**src/rtl/mcr_pkg.sv**
```systemverilog
// Shared types and constants for the midpoint circle rasterizer.
// No dependencies; the front, queue, back and top rtl files import this package.
package mcr_pkg;

    localparam int unsigned QDepth      = 2;       // job queue entries
    localparam logic [7:0]  RadiusReset = 8'd60;
    localparam logic [2:0]  LastIdx     = 3'd7;    // eighth pixel of a burst

    localparam logic CmdStart = 1'b0;
    localparam logic CmdStep  = 1'b1;

    // One job handed from front to back: a single result or an eight-pixel burst.
    typedef struct packed {
        logic       burst;
        logic       finished;
        logic [9:0] h;
        logic [9:0] k;
        logic [7:0] x;
        logic [7:0] y;
    } t_job;

endpackage

```
**src/rtl/mcr_intf.sv**
```systemverilog
// Valid/ready channel interfaces for the rasterizer command input and pixel output.
// No dependencies.
interface mcr_in_if;
    logic       valid;
    logic       ready;
    logic       command;
    logic [9:0] center_x;
    logic [9:0] center_y;

    modport source(output valid, output command, output center_x, output center_y,
                   input ready);
    modport sink(input valid, input command, input center_x, input center_y,
                 output ready);
endinterface

interface mcr_out_if;
    logic              valid;
    logic              ready;
    logic signed [11:0] pixel_x;
    logic signed [11:0] pixel_y;
    logic              last;
    logic              finished;

    modport source(output valid, output pixel_x, output pixel_y, output last,
                   output finished, input ready);
    modport sink(input valid, input pixel_x, input pixel_y, input last,
                 input finished, output ready);
endinterface

```
**src/rtl/mcr_front.sv**
```systemverilog
// Front end: radius register, circle state and decision update, one command per cycle
// while the queue has room. Depends on mcr_pkg and mcr_in_if; emits jobs to the queue.
module mcr_front #(
    parameter int unsigned MAX_RADIUS = 255
) (
    input  logic          i_clk,
    input  logic          i_rst_n,
    input  logic          i_cfg_we,
    input  logic [7:0]    i_cfg_data,
    mcr_in_if.sink        i_in,
    input  logic          i_q_full,
    output logic          o_job_valid,
    output mcr_pkg::t_job o_job
);
    import mcr_pkg::*;

    localparam int unsigned ClampR = (MAX_RADIUS > 255) ? 255 : MAX_RADIUS;
    localparam logic [7:0]  MaxR8  = ClampR[7:0];

    logic [7:0]  r_radius;
    logic [9:0]  r_cc,  n_cc;
    logic [9:0]  r_cr,  n_cr;
    logic [7:0]  r_x,   n_x;
    logic [7:0]  r_y,   n_y;
    logic [11:0] r_d,   n_d;
    logic        r_act, n_act;

    logic               accept;
    logic [7:0]         rad_c;
    logic signed [13:0] d_ext, x14, y14, d_new;
    logic signed [9:0]  x_new, y_new;

    assign i_in.ready  = !i_q_full;
    assign accept      = i_in.valid && !i_q_full;
    assign o_job_valid = accept;

    always_comb begin
        n_cc  = r_cc;
        n_cr  = r_cr;
        n_x   = r_x;
        n_y   = r_y;
        n_d   = r_d;
        n_act = r_act;
        o_job = '0;

        rad_c = (r_radius > MaxR8) ? MaxR8 : r_radius;
        d_ext = {{2{r_d[11]}}, r_d};
        x14   = {6'b0, r_x};
        y14   = {6'b0, r_y};
        x_new = signed'({2'b00, r_x}) + 10'sd1;
        if (r_d[11]) begin
            d_new = d_ext + (x14 <<< 2) + 14'sd6;
            y_new = signed'({2'b00, r_y});
        end else begin
            d_new = d_ext + ((x14 - y14) <<< 2) + 14'sd10;
            y_new = signed'({2'b00, r_y}) - 10'sd1;
        end

        if (i_in.command == CmdStart) begin
            o_job.h = i_in.center_x;
            o_job.k = i_in.center_y;
            n_cc    = i_in.center_x;
            n_cr    = i_in.center_y;
            n_x     = '0;
            n_y     = rad_c;
            n_d     = 12'd3 - {3'b000, rad_c, 1'b0};
            n_act   = 1'b1;
        end else if (!r_act) begin
            o_job.finished = 1'b1;
        end else begin
            o_job.burst = 1'b1;
            o_job.h     = r_cc;
            o_job.k     = r_cr;
            o_job.x     = r_x;
            o_job.y     = r_y;
            // circle done once x passes y; y stops at zero
            if (x_new > y_new) begin
                n_act = 1'b0;
                if (y_new < 10'sd0) begin
                    y_new = '0;
                end
            end
            n_x = x_new[7:0];
            n_y = y_new[7:0];
            n_d = d_new[11:0];
        end
    end

    always_ff @(posedge i_clk) begin
        if (!i_rst_n) begin
            r_radius <= RadiusReset;
            r_cc     <= '0;
            r_cr     <= '0;
            r_x      <= '0;
            r_y      <= '0;
            r_d      <= '0;
            r_act    <= 1'b0;
        end else begin
            if (i_cfg_we) begin
                r_radius <= i_cfg_data;
            end
            if (accept) begin
                r_cc  <= n_cc;
                r_cr  <= n_cr;
                r_x   <= n_x;
                r_y   <= n_y;
                r_d   <= n_d;
                r_act <= n_act;
            end
        end
    end

endmodule

```
**src/rtl/mcr_queue.sv**
```systemverilog
// Short job queue between front and back ends.
// Depends on mcr_pkg for the job type and depth.
module mcr_queue (
    input  logic          i_clk,
    input  logic          i_rst_n,
    input  logic          i_push,
    input  mcr_pkg::t_job i_job,
    output logic          o_full,
    input  logic          i_pop,
    output logic          o_valid,
    output mcr_pkg::t_job o_job
);
    import mcr_pkg::*;

    localparam int unsigned PtrW = (QDepth > 1) ? $clog2(QDepth) : 1;
    localparam int unsigned CntW = $clog2(QDepth + 1);

    t_job            r_mem [QDepth];
    logic [PtrW-1:0] r_wr, r_rd;
    logic [CntW-1:0] r_cnt;

    assign o_full  = (r_cnt == CntW'(QDepth));
    assign o_valid = (r_cnt != '0);
    assign o_job   = r_mem[r_rd];

    always_ff @(posedge i_clk) begin
        if (i_push) begin
            r_mem[r_wr] <= i_job;
        end
    end

    always_ff @(posedge i_clk) begin
        if (!i_rst_n) begin
            r_wr  <= '0;
            r_rd  <= '0;
            r_cnt <= '0;
        end else begin
            if (i_push) begin
                r_wr <= (r_wr == PtrW'(QDepth - 1)) ? '0 : r_wr + 1'b1;
            end
            if (i_pop) begin
                r_rd <= (r_rd == PtrW'(QDepth - 1)) ? '0 : r_rd + 1'b1;
            end
            if (i_push && !i_pop) begin
                r_cnt <= r_cnt + 1'b1;
            end else if (i_pop && !i_push) begin
                r_cnt <= r_cnt - 1'b1;
            end
        end
    end

endmodule

```
**src/rtl/mcr_back.sv**
```systemverilog
// Back end: walks a job's octant pixels into the output register, one per cycle
// while o_out is not stalled. Depends on mcr_pkg and mcr_out_if.
module mcr_back (
    input  logic          i_clk,
    input  logic          i_rst_n,
    input  logic          i_job_valid,
    input  mcr_pkg::t_job i_job,
    output logic          o_pop,
    mcr_out_if.source     o_out
);
    import mcr_pkg::*;

    logic [2:0]         r_idx, n_idx;
    logic               r_valid;
    logic signed [11:0] r_px, r_py;
    logic               r_last, r_fin;

    logic               load, last_sel;
    logic signed [11:0] h12, k12, x12, y12, px, py;

    assign load     = i_job_valid && (!r_valid || o_out.ready);
    assign last_sel = !i_job.burst || (r_idx == LastIdx);
    assign o_pop    = load && last_sel;

    always_comb begin
        h12 = signed'({2'b00, i_job.h});
        k12 = signed'({2'b00, i_job.k});
        x12 = signed'({4'b0000, i_job.x});
        y12 = signed'({4'b0000, i_job.y});
        unique case (r_idx)
            3'd0: begin px = h12 + x12; py = k12 + y12; end
            3'd1: begin px = h12 + y12; py = k12 + x12; end
            3'd2: begin px = h12 - y12; py = k12 + x12; end
            3'd3: begin px = h12 - x12; py = k12 + y12; end
            3'd4: begin px = h12 + x12; py = k12 - y12; end
            3'd5: begin px = h12 + y12; py = k12 - x12; end
            3'd6: begin px = h12 - x12; py = k12 - y12; end
            default: begin px = h12 - y12; py = k12 - x12; end
        endcase

        n_idx = r_idx;
        if (o_pop) begin
            n_idx = '0;
        end else if (load) begin
            n_idx = r_idx + 3'd1;
        end
    end

    always_ff @(posedge i_clk) begin
        if (!i_rst_n) begin
            r_idx   <= '0;
            r_valid <= 1'b0;
        end else begin
            r_idx <= n_idx;
            if (load) begin
                r_valid <= 1'b1;
            end else if (o_out.ready) begin
                r_valid <= 1'b0;
            end
        end
    end

    always_ff @(posedge i_clk) begin
        if (load) begin
            r_px   <= px;
            r_py   <= py;
            r_last <= last_sel;
            r_fin  <= i_job.finished;
        end
    end

    assign o_out.valid    = r_valid;
    assign o_out.pixel_x  = r_px;
    assign o_out.pixel_y  = r_py;
    assign o_out.last     = r_last;
    assign o_out.finished = r_fin;

endmodule

```
**src/rtl/midpoint_circle_rasterizer_core.sv**
```systemverilog
// Top level of the midpoint circle rasterizer: front end, job queue, back end.
// Depends on mcr_pkg, mcr_intf, mcr_front, mcr_queue and mcr_back.
//
// Usage:
//   i_in carries commands: command 0 starts a circle at (center_x, center_y) with
//   the radius register, command 1 advances one octant step. o_out carries pixels
//   with last marking the final result of a command, finished marking a step
//   given with no circle in progress (pixel fields zero).
//   i_cfg_we / i_cfg_data write the 8-bit radius (reset 60), clamped to
//   MAX_RADIUS at start; write it only while the block is idle.
// Path: an accepted command's job is written into the queue, and the back end
//   then loads its first result from the queue into the o_out output register.
// Throughput: one result per cycle on o_out while o_out.ready is high; a start or
//   idle step gives one result and an octant step eight (back end pixel counter).
//   The front end takes a command every cycle while the two-entry queue has room.
// Reset: synchronous, active low; radius back to 60, no circle active, queue
//   and output register empty.
// Stall: when o_out.ready is low the output register holds, the back end waits,
//   the queue fills and i_in.ready drops once it is full.
module midpoint_circle_rasterizer_core #(
    parameter int unsigned MAX_RADIUS = 255
) (
    input  logic       i_clk,
    input  logic       i_rst_n,
    input  logic       i_cfg_we,
    input  logic [7:0] i_cfg_data,
    mcr_in_if.sink     i_in,
    mcr_out_if.source  o_out
);
    import mcr_pkg::*;

    logic push, full, pop, q_valid;
    t_job job_in, job_out;

    mcr_front #(.MAX_RADIUS(MAX_RADIUS)) u_front (
        .i_clk       (i_clk),
        .i_rst_n     (i_rst_n),
        .i_cfg_we    (i_cfg_we),
        .i_cfg_data  (i_cfg_data),
        .i_in        (i_in),
        .i_q_full    (full),
        .o_job_valid (push),
        .o_job       (job_in)
    );

    mcr_queue u_queue (
        .i_clk   (i_clk),
        .i_rst_n (i_rst_n),
        .i_push  (push),
        .i_job   (job_in),
        .o_full  (full),
        .i_pop   (pop),
        .o_valid (q_valid),
        .o_job   (job_out)
    );

    mcr_back u_back (
        .i_clk       (i_clk),
        .i_rst_n     (i_rst_n),
        .i_job_valid (q_valid),
        .i_job       (job_out),
        .o_pop       (pop),
        .o_out       (o_out)
    );

    a_no_overflow: assert property (@(posedge i_clk) disable iff (!i_rst_n)
        push |-> !full)
        else $error("job pushed into full queue");

    a_no_underflow: assert property (@(posedge i_clk) disable iff (!i_rst_n)
        pop |-> q_valid)
        else $error("job popped from empty queue");

    a_finished_zero: assert property (@(posedge i_clk) disable iff (!i_rst_n)
        (o_out.valid && o_out.finished) |->
            (o_out.last && o_out.pixel_x == 12'sd0 && o_out.pixel_y == 12'sd0))
        else $error("finished result carries a pixel or is not last");

    a_burst_not_finished: assert property (@(posedge i_clk) disable iff (!i_rst_n)
        (o_out.valid && !o_out.last) |-> !o_out.finished)
        else $error("finished flag inside a pixel burst");

endmodule
```
**src/flat_wrapper.sv**
```systemverilog
// flat-port wrapper written by rule: the top's interface ports become plain ports
module midpoint_circle_rasterizer_core_flat import mcr_pkg::*;
#(
    parameter int unsigned MAX_RADIUS = 255
)
  (i_clk, i_rst_n, i_cfg_we, i_cfg_data, i_in_valid, i_in_command, i_in_center_x, i_in_center_y, i_in_ready, o_out_valid, o_out_pixel_x, o_out_pixel_y, o_out_last, o_out_finished, o_out_ready);
  mcr_in_if i_in_i ();
  mcr_out_if o_out_i ();
  input  logic i_clk;
  input  logic i_rst_n;
  input  logic i_cfg_we;
  input  logic [7:0] i_cfg_data;
  input wire logic [$bits(i_in_i.valid)-1:0] i_in_valid;
  input wire logic [$bits(i_in_i.command)-1:0] i_in_command;
  input wire logic [$bits(i_in_i.center_x)-1:0] i_in_center_x;
  input wire logic [$bits(i_in_i.center_y)-1:0] i_in_center_y;
  output wire logic [$bits(i_in_i.ready)-1:0] i_in_ready;
  output wire logic [$bits(o_out_i.valid)-1:0] o_out_valid;
  output wire logic [$bits(o_out_i.pixel_x)-1:0] o_out_pixel_x;
  output wire logic [$bits(o_out_i.pixel_y)-1:0] o_out_pixel_y;
  output wire logic [$bits(o_out_i.last)-1:0] o_out_last;
  output wire logic [$bits(o_out_i.finished)-1:0] o_out_finished;
  input wire logic [$bits(o_out_i.ready)-1:0] o_out_ready;
  assign i_in_i.valid = i_in_valid;
  assign i_in_i.command = i_in_command;
  assign i_in_i.center_x = i_in_center_x;
  assign i_in_i.center_y = i_in_center_y;
  assign i_in_ready = i_in_i.ready;
  assign o_out_valid = o_out_i.valid;
  assign o_out_pixel_x = o_out_i.pixel_x;
  assign o_out_pixel_y = o_out_i.pixel_y;
  assign o_out_last = o_out_i.last;
  assign o_out_finished = o_out_i.finished;
  assign o_out_i.ready = o_out_ready;
  midpoint_circle_rasterizer_core #(.MAX_RADIUS(MAX_RADIUS)) u_core (.i_clk(i_clk), .i_rst_n(i_rst_n), .i_cfg_we(i_cfg_we), .i_cfg_data(i_cfg_data), .i_in(i_in_i), .o_out(o_out_i));
endmodule
```
**config.mk**
```make
export PLATFORM = sky130hd
export DESIGN_NAME = midpoint_circle_rasterizer_core_flat
export DESIGN_NICKNAME = d
export VERILOG_FILES = /design/src/rtl/mcr_pkg.sv /design/src/rtl/mcr_intf.sv /design/src/rtl/mcr_front.sv /design/src/rtl/mcr_queue.sv /design/src/rtl/mcr_back.sv /design/src/rtl/midpoint_circle_rasterizer_core.sv /design/src/flat_wrapper.sv
export SDC_FILE = /design/constraint.sdc
export NUM_CORES = 1
export LEC_CHECK = 0
export BUFFER_PORTS_ARGS = -buffer_cell sky130_fd_sc_hd__buf_2
export CORE_MARGIN = 3
export CORE_UTILIZATION = 56
export CTS_CLUSTER_DIAMETER = 40
export DETAILED_ROUTE_END_ITERATION = 10
export GPL_ROUTABILITY_DRIVEN = 0
export PLACE_DENSITY = 0.8
export SLEW_MARGIN = 10
export SYNTH_ARGS = -nofsm -noshare
export SYNTH_HDL_FRONTEND = slang
export SYNTH_SLANG_ARGS = --single-unit
```
**constraint.sdc**
```tcl
create_clock -name i_clk -period 3.9 [get_ports i_clk]
set_clock_uncertainty 0.15 [all_clocks]
set_input_delay 0.39 -clock i_clk [delete_from_list [all_inputs] [get_ports i_clk]]
set_output_delay 0.39 -clock i_clk [all_outputs]
set_load 0.01 [all_outputs]
```
==> results of run 1 <==
==> layout make-up <==
cell class              instances  area [sq um]
clock buffers                  18           429
clock inverters                14           188
fillers                      1495          6640
inverters                      65           244
multi-input cells             871          6310
flip-flops and latches        167          4370
well taps                     260           325
repair buffers                 97           583
==> per-layer routing <==
| layer | vias up | GRT usage | share of wire | routed length (microns) |
|---|---|---|---|---|
| met5 | - | 0 | 0 | 0 |
| met4 | 0 | 0.109 | 0.032 | 868 |
| met3 | 59 | 0.0469 | 0.053 | 1420 |
| met2 | 304 | 0.420 | 0.49 | 13100 |
| met1 | 4220 | 0.325 | 0.42 | 11400 |
| li1 | 4362 | - | - | - |
==> what timing repair did <==
action | 4_1_cts | 5_1_grt
gates resized for setup | 0 | 5
setup endpoints to repair | 0 | 4
endpoints found under the hold margin | 3 | 0
hold buffers | 3 | 0
==> metrics by stage <==
stage               setup WS [ps]  hold slack, ps  cells
floorplan                     168             287   1146
global placement              363             292   1457
detailed placement            260             298   1457
CTS                           250            4.27   1492
global route                -8.83            33.7   1492
finish                        249            21.3   1492
==> worst reg2reg max path: stages, from the launching register on <==
cell,delay (ps)
dfxtp_1,370
ha_1,240
ha_1,220
a21oi_2,280
mux2_2,380
ha_1,220
fa_1,420
a21oi_1,180
o21ai_0,180
o31ai_1,430
a21oi_1,110
o21ai_0,120
xor2_1,90
==> synthesized netlist by cell type (15+ instances only) <==
library cell / number
nand2_1: 78
and3_1: 23
nor2b_1: 20
nand3_1: 39
a211oi_1: 15
xor2_1: 30
nor2_1: 83
clkbuf_1: 32
ha_1: 107
a21oi_1: 74
o21a_1: 19
mux2i_1: 52
inv_1: 62
mux2_2: 20
edfxtp_1: 102
nor3_1: 23
xnor2_1: 34
nand2b_1: 15
dfxtp_1: 65
o21ai_0: 86
==> worst min-delay path by stage <==
stage,slack [ps],startpoint,cells after the start,to
after floorplan,290,u_core.u_front.r_cc[0]$_SDFFE_PN0P_,2,u_core.u_front.r_cc[0]$_SDFFE_PN0P_
after global placement,290,u_core.u_front.r_cc[5]$_SDFFE_PN0P_,2,u_core.u_front.r_cc[5]$_SDFFE_PN0P_
after detailed placement,300,u_core.u_front.r_cc[6]$_SDFFE_PN0P_,2,u_core.u_front.r_cc[6]$_SDFFE_PN0P_
after CTS,4,i_cfg_data[2],3,u_core.u_front.r_radius[2]$_SDFFE_PN1P_
after global routing,30,i_cfg_data[2],3,u_core.u_front.r_radius[2]$_SDFFE_PN1P_
final,20,i_cfg_data[2],3,u_core.u_front.r_radius[2]$_SDFFE_PN1P_
==> cell families after synthesis <==
logic type / Yosys count
buffers and inverters: 108
DFF: 167
adders and majority gates: 116
xor gates and xnor gates: 64
muxes: 72
AOI/OAI and AO/OA: 288
and+or+nand+nor: 331
==> where the power goes <==
part	leakage, nW	switching, W	internal [W]
clock network	0.296	0.000759	0.00103
logic	3.34	0.00288	0.00220
registers	1.51	0.000203	0.00241
==> flip-flops by register name, summed over array words and instances (netlist names), named ones only <==
name and count:
u_core.u_back.o_out.finished 1, u_core.u_back.o_out.last 1, u_core.u_back.o_out.pixel_x 12, u_core.u_back.o_out.pixel_y 12
u_core.u_back.o_out.valid 1, u_core.u_back.r_idx 3, u_core.u_front.r_act 1, u_core.u_front.r_cc 10
u_core.u_front.r_cr 10, u_core.u_front.r_d 11, u_core.u_front.r_radius 8, u_core.u_front.r_x 8
u_core.u_front.r_y 8, u_core.u_queue.r_cnt 2, u_core.u_queue.r_mem 76, u_core.u_queue.r_rd 1
u_core.u_queue.r_wr 1
==> metrics.txt, run 1 <==
critical path's slowest cell o31ai_1; largest net degree at the start of global routing 88; # setup viols final 0; multiplexer share of the synthesized area 0.0674; post-place instance area ~12000 sq um; All-Layer GR Usage 0.253; WP buf/inv 0; setup slack, reg-to-reg ~250 ps; die area roughly 21000 sq um; Root Buffer clkbuf_16; Chip Width around 150 microns; Adder-Cell Fraction of Synth Area 0.137; Pre-Repair DR Iteration Count 5; Post-synth ARST share 0; vias in the first global route 8914; Crit. Startpoint u_core.u_back.r_idx[0]$_SDFFE_PP0P_; Final Util 0.652; Mean Syn Cell Area between 9 and 10 sq um; Crit path depth 12; most common cell after layout, fill and taps aside ha_1; boundary pin count 62; Clock Path Buffers 2; Synth area leader edfxtp_1; CTS tree built; routed wire length per instance ~18 microns; fin crit period 3650 ps; post-synth top area share 0.277; post-synthesis cell area 11100 sq um; critical path's largest stage delay roughly 430 ps; height of the chip between 100 and 150 microns; peak supply drop ~0.44 mV; Area contributors post-synth edfxtp_1 28%, ha_1 12%, dfxtp_1 12%, mux2i_1 4.7%, o21ai_0 3.9%; largest family of logic cells by synthesized area compound AO/OA/AOI/OAI gates; Worst path most repeated cell ha_1; latest clock arrival within the worst-skew pair roughly 440 ps; EDFF count, synth just over 100; P&R area growth vs syn 12.5%; total number of vias a little under 9000; Core Region 19100 sq um; outcome finished, final reports clean; # diodes 0; synthesized flop and latch total between 150 and 200; CP startpoint kind flip-flop; Worst R2R Path Depth 12; Yosys cell types 69; WP data required ~3900 ps; Power Total approximately 0.0095 W; starting density of the core 0.580; via/cell ratio approximately 6; drc violations 0; reg2reg end u_core.u_back.o_out.pixel_y[8]$_DFFE_PP_; Design Area, Final between 10000 and 15000 sq um; Synthesized Nets about 1300; CP endpoint kind flip-flop; Inserted Clock Buffers 17; Compound-Gate Fraction of Synth Area 0.165; first-pass GRT wire length 44100 microns; Worst-Margin Slew 1100 ps; final worst-path cycle share 0.936; initial antenna violation count 0; synthesized-area fraction occupied by and/or/nand/nor cells 0.147; worst relative slew slack 0.263; most frequent cells in the layout 107 x ha_1, 102 x edfxtp_1, 84 x o21ai_0, 81 x nor2_1, 78 x nand2_1; xor-xnor portion of the synthesized cell area 0.0507; GR Overflow Total 0; P_leak 5.14 nW; final hold violations 0; antenna viol nets, final 0; fmax 274 MHz; Post-Synthesis Cells between 1000 and 1500; pwr/cell area 762 nW/um^2; Seq/Total Area, Yosys 0.395; Post-synth top flop edfxtp_1; arrival time worst endpoint between 3000 and 4000 ps; DP HPWL between 15000 and 20000 microns; delay-heaviest family, CP compound AO/OA/AOI/OAI gates; max-cap viol count 0; layout cells sized above 1 0.139; Slew Viols, Final 0; Worst-path clk slew around 70 ps; reg2reg start u_core.u_back.r_idx[0]$_SDFFE_PP0P_; setup TNS 0 ps; port bufs 61; Hold WC Path Type in2reg; crit path to u_core.u_back.o_out.pixel_y[8]$_DFFE_PP_; critical path type reg2reg; clk sinks between 150 and 200; final WL ~27000 microns; # Post-CTS Setup Buffers 0; Layout Nets 1369; DRT iter0 DRCs 695; CTS H-tree depth 4; Core Rows 50; Ys Warns 0; ordered cell list for the critical path ha_1, ha_1, a21oi_2, mux2_2, ha_1, fa_1, a21oi_1, o21ai_0, o31ai_1, a21oi_1, o21ai_0, xor2_1; CP max FO 4
Note: power is estimated with default switching activity, not from simulation.
==> inputs of run 2 (changes only) <==
--- a/config.mk
+++ b/config.mk
@@ -7,11 +7,11 @@
 export LEC_CHECK = 0
 export BUFFER_PORTS_ARGS = -buffer_cell sky130_fd_sc_hd__buf_2
 export CORE_MARGIN = 3
-export CORE_UTILIZATION = 56
+export CORE_UTILIZATION = 60
 export CTS_CLUSTER_DIAMETER = 40
 export DETAILED_ROUTE_END_ITERATION = 10
 export GPL_ROUTABILITY_DRIVEN = 0
-export PLACE_DENSITY = 0.8
+export PLACE_DENSITY = 0.82
 export SLEW_MARGIN = 10
 export SYNTH_ARGS = -nofsm -noshare
 export SYNTH_HDL_FRONTEND = slang
==> constraint.sdc (replaced) <==
create_clock -name i_clk -period 3.6 [get_ports i_clk]
set_clock_uncertainty 0.15 [all_clocks]
set_input_delay 0.36 -clock i_clk [delete_from_list [all_inputs] [get_ports i_clk]]
set_output_delay 0.36 -clock i_clk [all_outputs]
set_load 0.01 [all_outputs]
==> run 2 against run 1 <==
Effect of this change: register-to-register slack worse by 60 ps; first-iteration DRC count is 21% higher; critical path type unchanged; maximum frequency rose by 7.1%; utilization grew 4.4 points.
==> metrics.txt, run 2 (synthesis gave the netlist of run 1 again) <==
critical path's largest stage delay around 360 ps; layout cells sized above 1 0.157; Worst-path clk slew ~70 ps; Layout Nets 1387; final WL about 27000 microns; P_leak ~5.2 nW; Worst R2R Path Depth 11; port bufs between 60 and 70; Seq. cell area between 4000 and 5000 sq um; first-pass GRT wire length between 40000 and 50000 microns; non-filler instance count after layout roughly 1500; placed insts between 1000 and 1500; CP endpoint kind flip-flop; P&R area growth vs syn 13.4%; worst hold slack between 8 and 9 ps; worst hold start i_cfg_data[2]; Hold WC Path Type in2reg; Slew Viols, Final 0; via/cell ratio 6.19; CTS tree built; most frequent cells in the layout 106 x ha_1, 102 x edfxtp_1, 81 x nor2_1, 81 x o21ai_0, 78 x nand2_1; reg2reg end u_core.u_back.o_out.pixel_y[7]$_DFFE_PP_; routed wire length per instance between 15 and 20 microns; met3 Track Usage GR 0.0431; WP buf/inv 0; latest clock arrival within the worst-skew pair 430 ps; met2 Resource Use GR 0.462; boundary pin count just over 60; reg2reg start u_core.u_back.r_idx[0]$_SDFFE_PP0P_; arrival time worst endpoint ~3500 ps; met1 Use GR 0.341; pwr/cell area 825 nW/um^2; area taken by multi-input logic gates between 6000 and 7000 sq um; Largest Register u_core.u_queue.r_mem; delay-heaviest family, CP compound AO/OA/AOI/OAI gates; setup TNS 0 ps; DRT iter0 DRCs approximately 840; vias in the first global route 8805; Core Rows 49; largest net degree at the start of global routing 55; fin crit period roughly 3400 ps; # fillers 1351; post-place instance area around 12000 sq um; hold path depth 3; Crit. Startpoint u_core.u_back.r_idx[0]$_SDFFE_PP0P_; total number of vias 9159; peak supply drop between 0.5 and 0.6 mV; fmax between 200 and 300 MHz; final worst-path cycle share 0.947; Inserted Clock Buffers 17; RSZ-0062 raised after global routing false; most common cell after layout, fill and taps aside ha_1; Worst-Margin Slew about 750 ps; Worst path most repeated cell ha_1; # setup viols final 0; clk sinks approximately 170; final hold violations 0; Crit path depth 11; All-Layer GR Usage 0.271; outcome finished, final reports clean; Final Util 0.696; Worst Hold End u_core.u_front.r_radius[2]$_SDFFE_PN1P_; Design Area, Final 12500 sq um; # diodes 0; critical path type reg2reg; Pre-Repair DR Iteration Count 5; height of the chip between 100 and 150 microns; starting density of the core 0.614; initial antenna violation count 0; die area between 20000 and 25000 sq um; max reg flops between 70 and 80; DP HPWL about 20000 microns; worst relative slew slack 0.499; ordered cell list for the critical path ha_1, ha_1, a21oi_4, mux2i_1, ha_1, a211oi_1, o21ai_0, a21o_1, a21oi_1, mux2_2, a311oi_1; antenna viol nets, final 0; Root Buffer clkbuf_16; WP data required approximately 3700 ps; setup slack, reg-to-reg between 150 and 200 ps; CTS H-tree depth 4; critical path's slowest cell mux2_2; Clock Path Buffers 2; GR Overflow Total 0; CP max FO 4; CP startpoint kind flip-flop; max-cap viol count 0; drc violations 0; Chip Width between 100 and 150 microns; Core Region between 15000 and 20000 sq um; global route hottest layer met2
## run 2: changes by cell type in the layout (fill, tap and decap cells not counted), sizes merged
cell	delta
bufinv	-2
clkinvlp	-2
clkbuf	+3
clkinv	-1
buf	+18
inv	+2
## run 2: per-stage QoR
step / total power (W) / setup WS [ps]
6_report: 0.0103 / 191
5_1_grt: 0.0111 / 5.31
4_1_cts: 0.0102 / 90.2
3_5_place_dp: 0.00830 / 122
3_3_place_gp: 0.00812 / 262
2_1_floorplan: 0.00693 / 26.0
## run 2: routing by layer
layer | wire, microns | up-vias | share of wire
met5 | 0 | - | 0
met4 | 1110 | 0 | 0.041
li1 | - | 4399 | -
met3 | 1600 | 75 | 0.059
met1 | 11300 | 4326 | 0.42
met2 | 13300 | 359 | 0.49
## run 2: worst max path at each step
stage,endpoint,slack (ps)
after floorplan,u_core.u_back.o_out.pixel_x[7]$_DFFE_PP_,30
after global placement,u_core.u_front.r_d[10]$_SDFFE_PN0P_,260
after detailed placement,u_core.u_front.r_d[10]$_SDFFE_PN0P_,120
after CTS,u_core.u_front.r_d[10]$_SDFFE_PN0P_,90
after global routing,u_core.u_back.o_out.pixel_y[10]$_DFFE_PP_,5
final,u_core.u_back.o_out.pixel_y[7]$_DFFE_PP_,190
## run 2: worst reg2reg max path, cell delays in order (launching register included)
cell and delay, ps:
dfxtp_1 350, ha_1 240, ha_1 240, a21oi_4 190, mux2i_1 340, ha_1 300
a211oi_1 260, o21ai_0 220, a21o_1 200, a21oi_1 170, mux2_2 360, a311oi_1 210
## run 2: report_power, final
group / internal, W / leakage (nW) / switching (W)
Clock: 0.00104 / 0.297 / 0.000802
Sequential: 0.00261 / 1.51 / 0.000190
Combinational: 0.00248 / 3.43 / 0.00322
Total: 0.00614 / 5.24 / 0.00421
## run 2: area by class of cell
cell class / instances / share of cell area
sequential: 167 / 0.348
clock buffer: 21 / 0.0384
tap: 229 / 0.0228
inverter: 65 / 0.0196
timing repair buffer: 115 / 0.0573
multi-input combinational: 871 / 0.505
clock inverter: 11 / 0.00848
## run 2: timing repair
item	CTS	global route
setup endpoints to repair	0	8
setup buffers	0	1
endpoints found under the hold margin	3	0
gates resized for setup	0	14
hold buffers	3	0
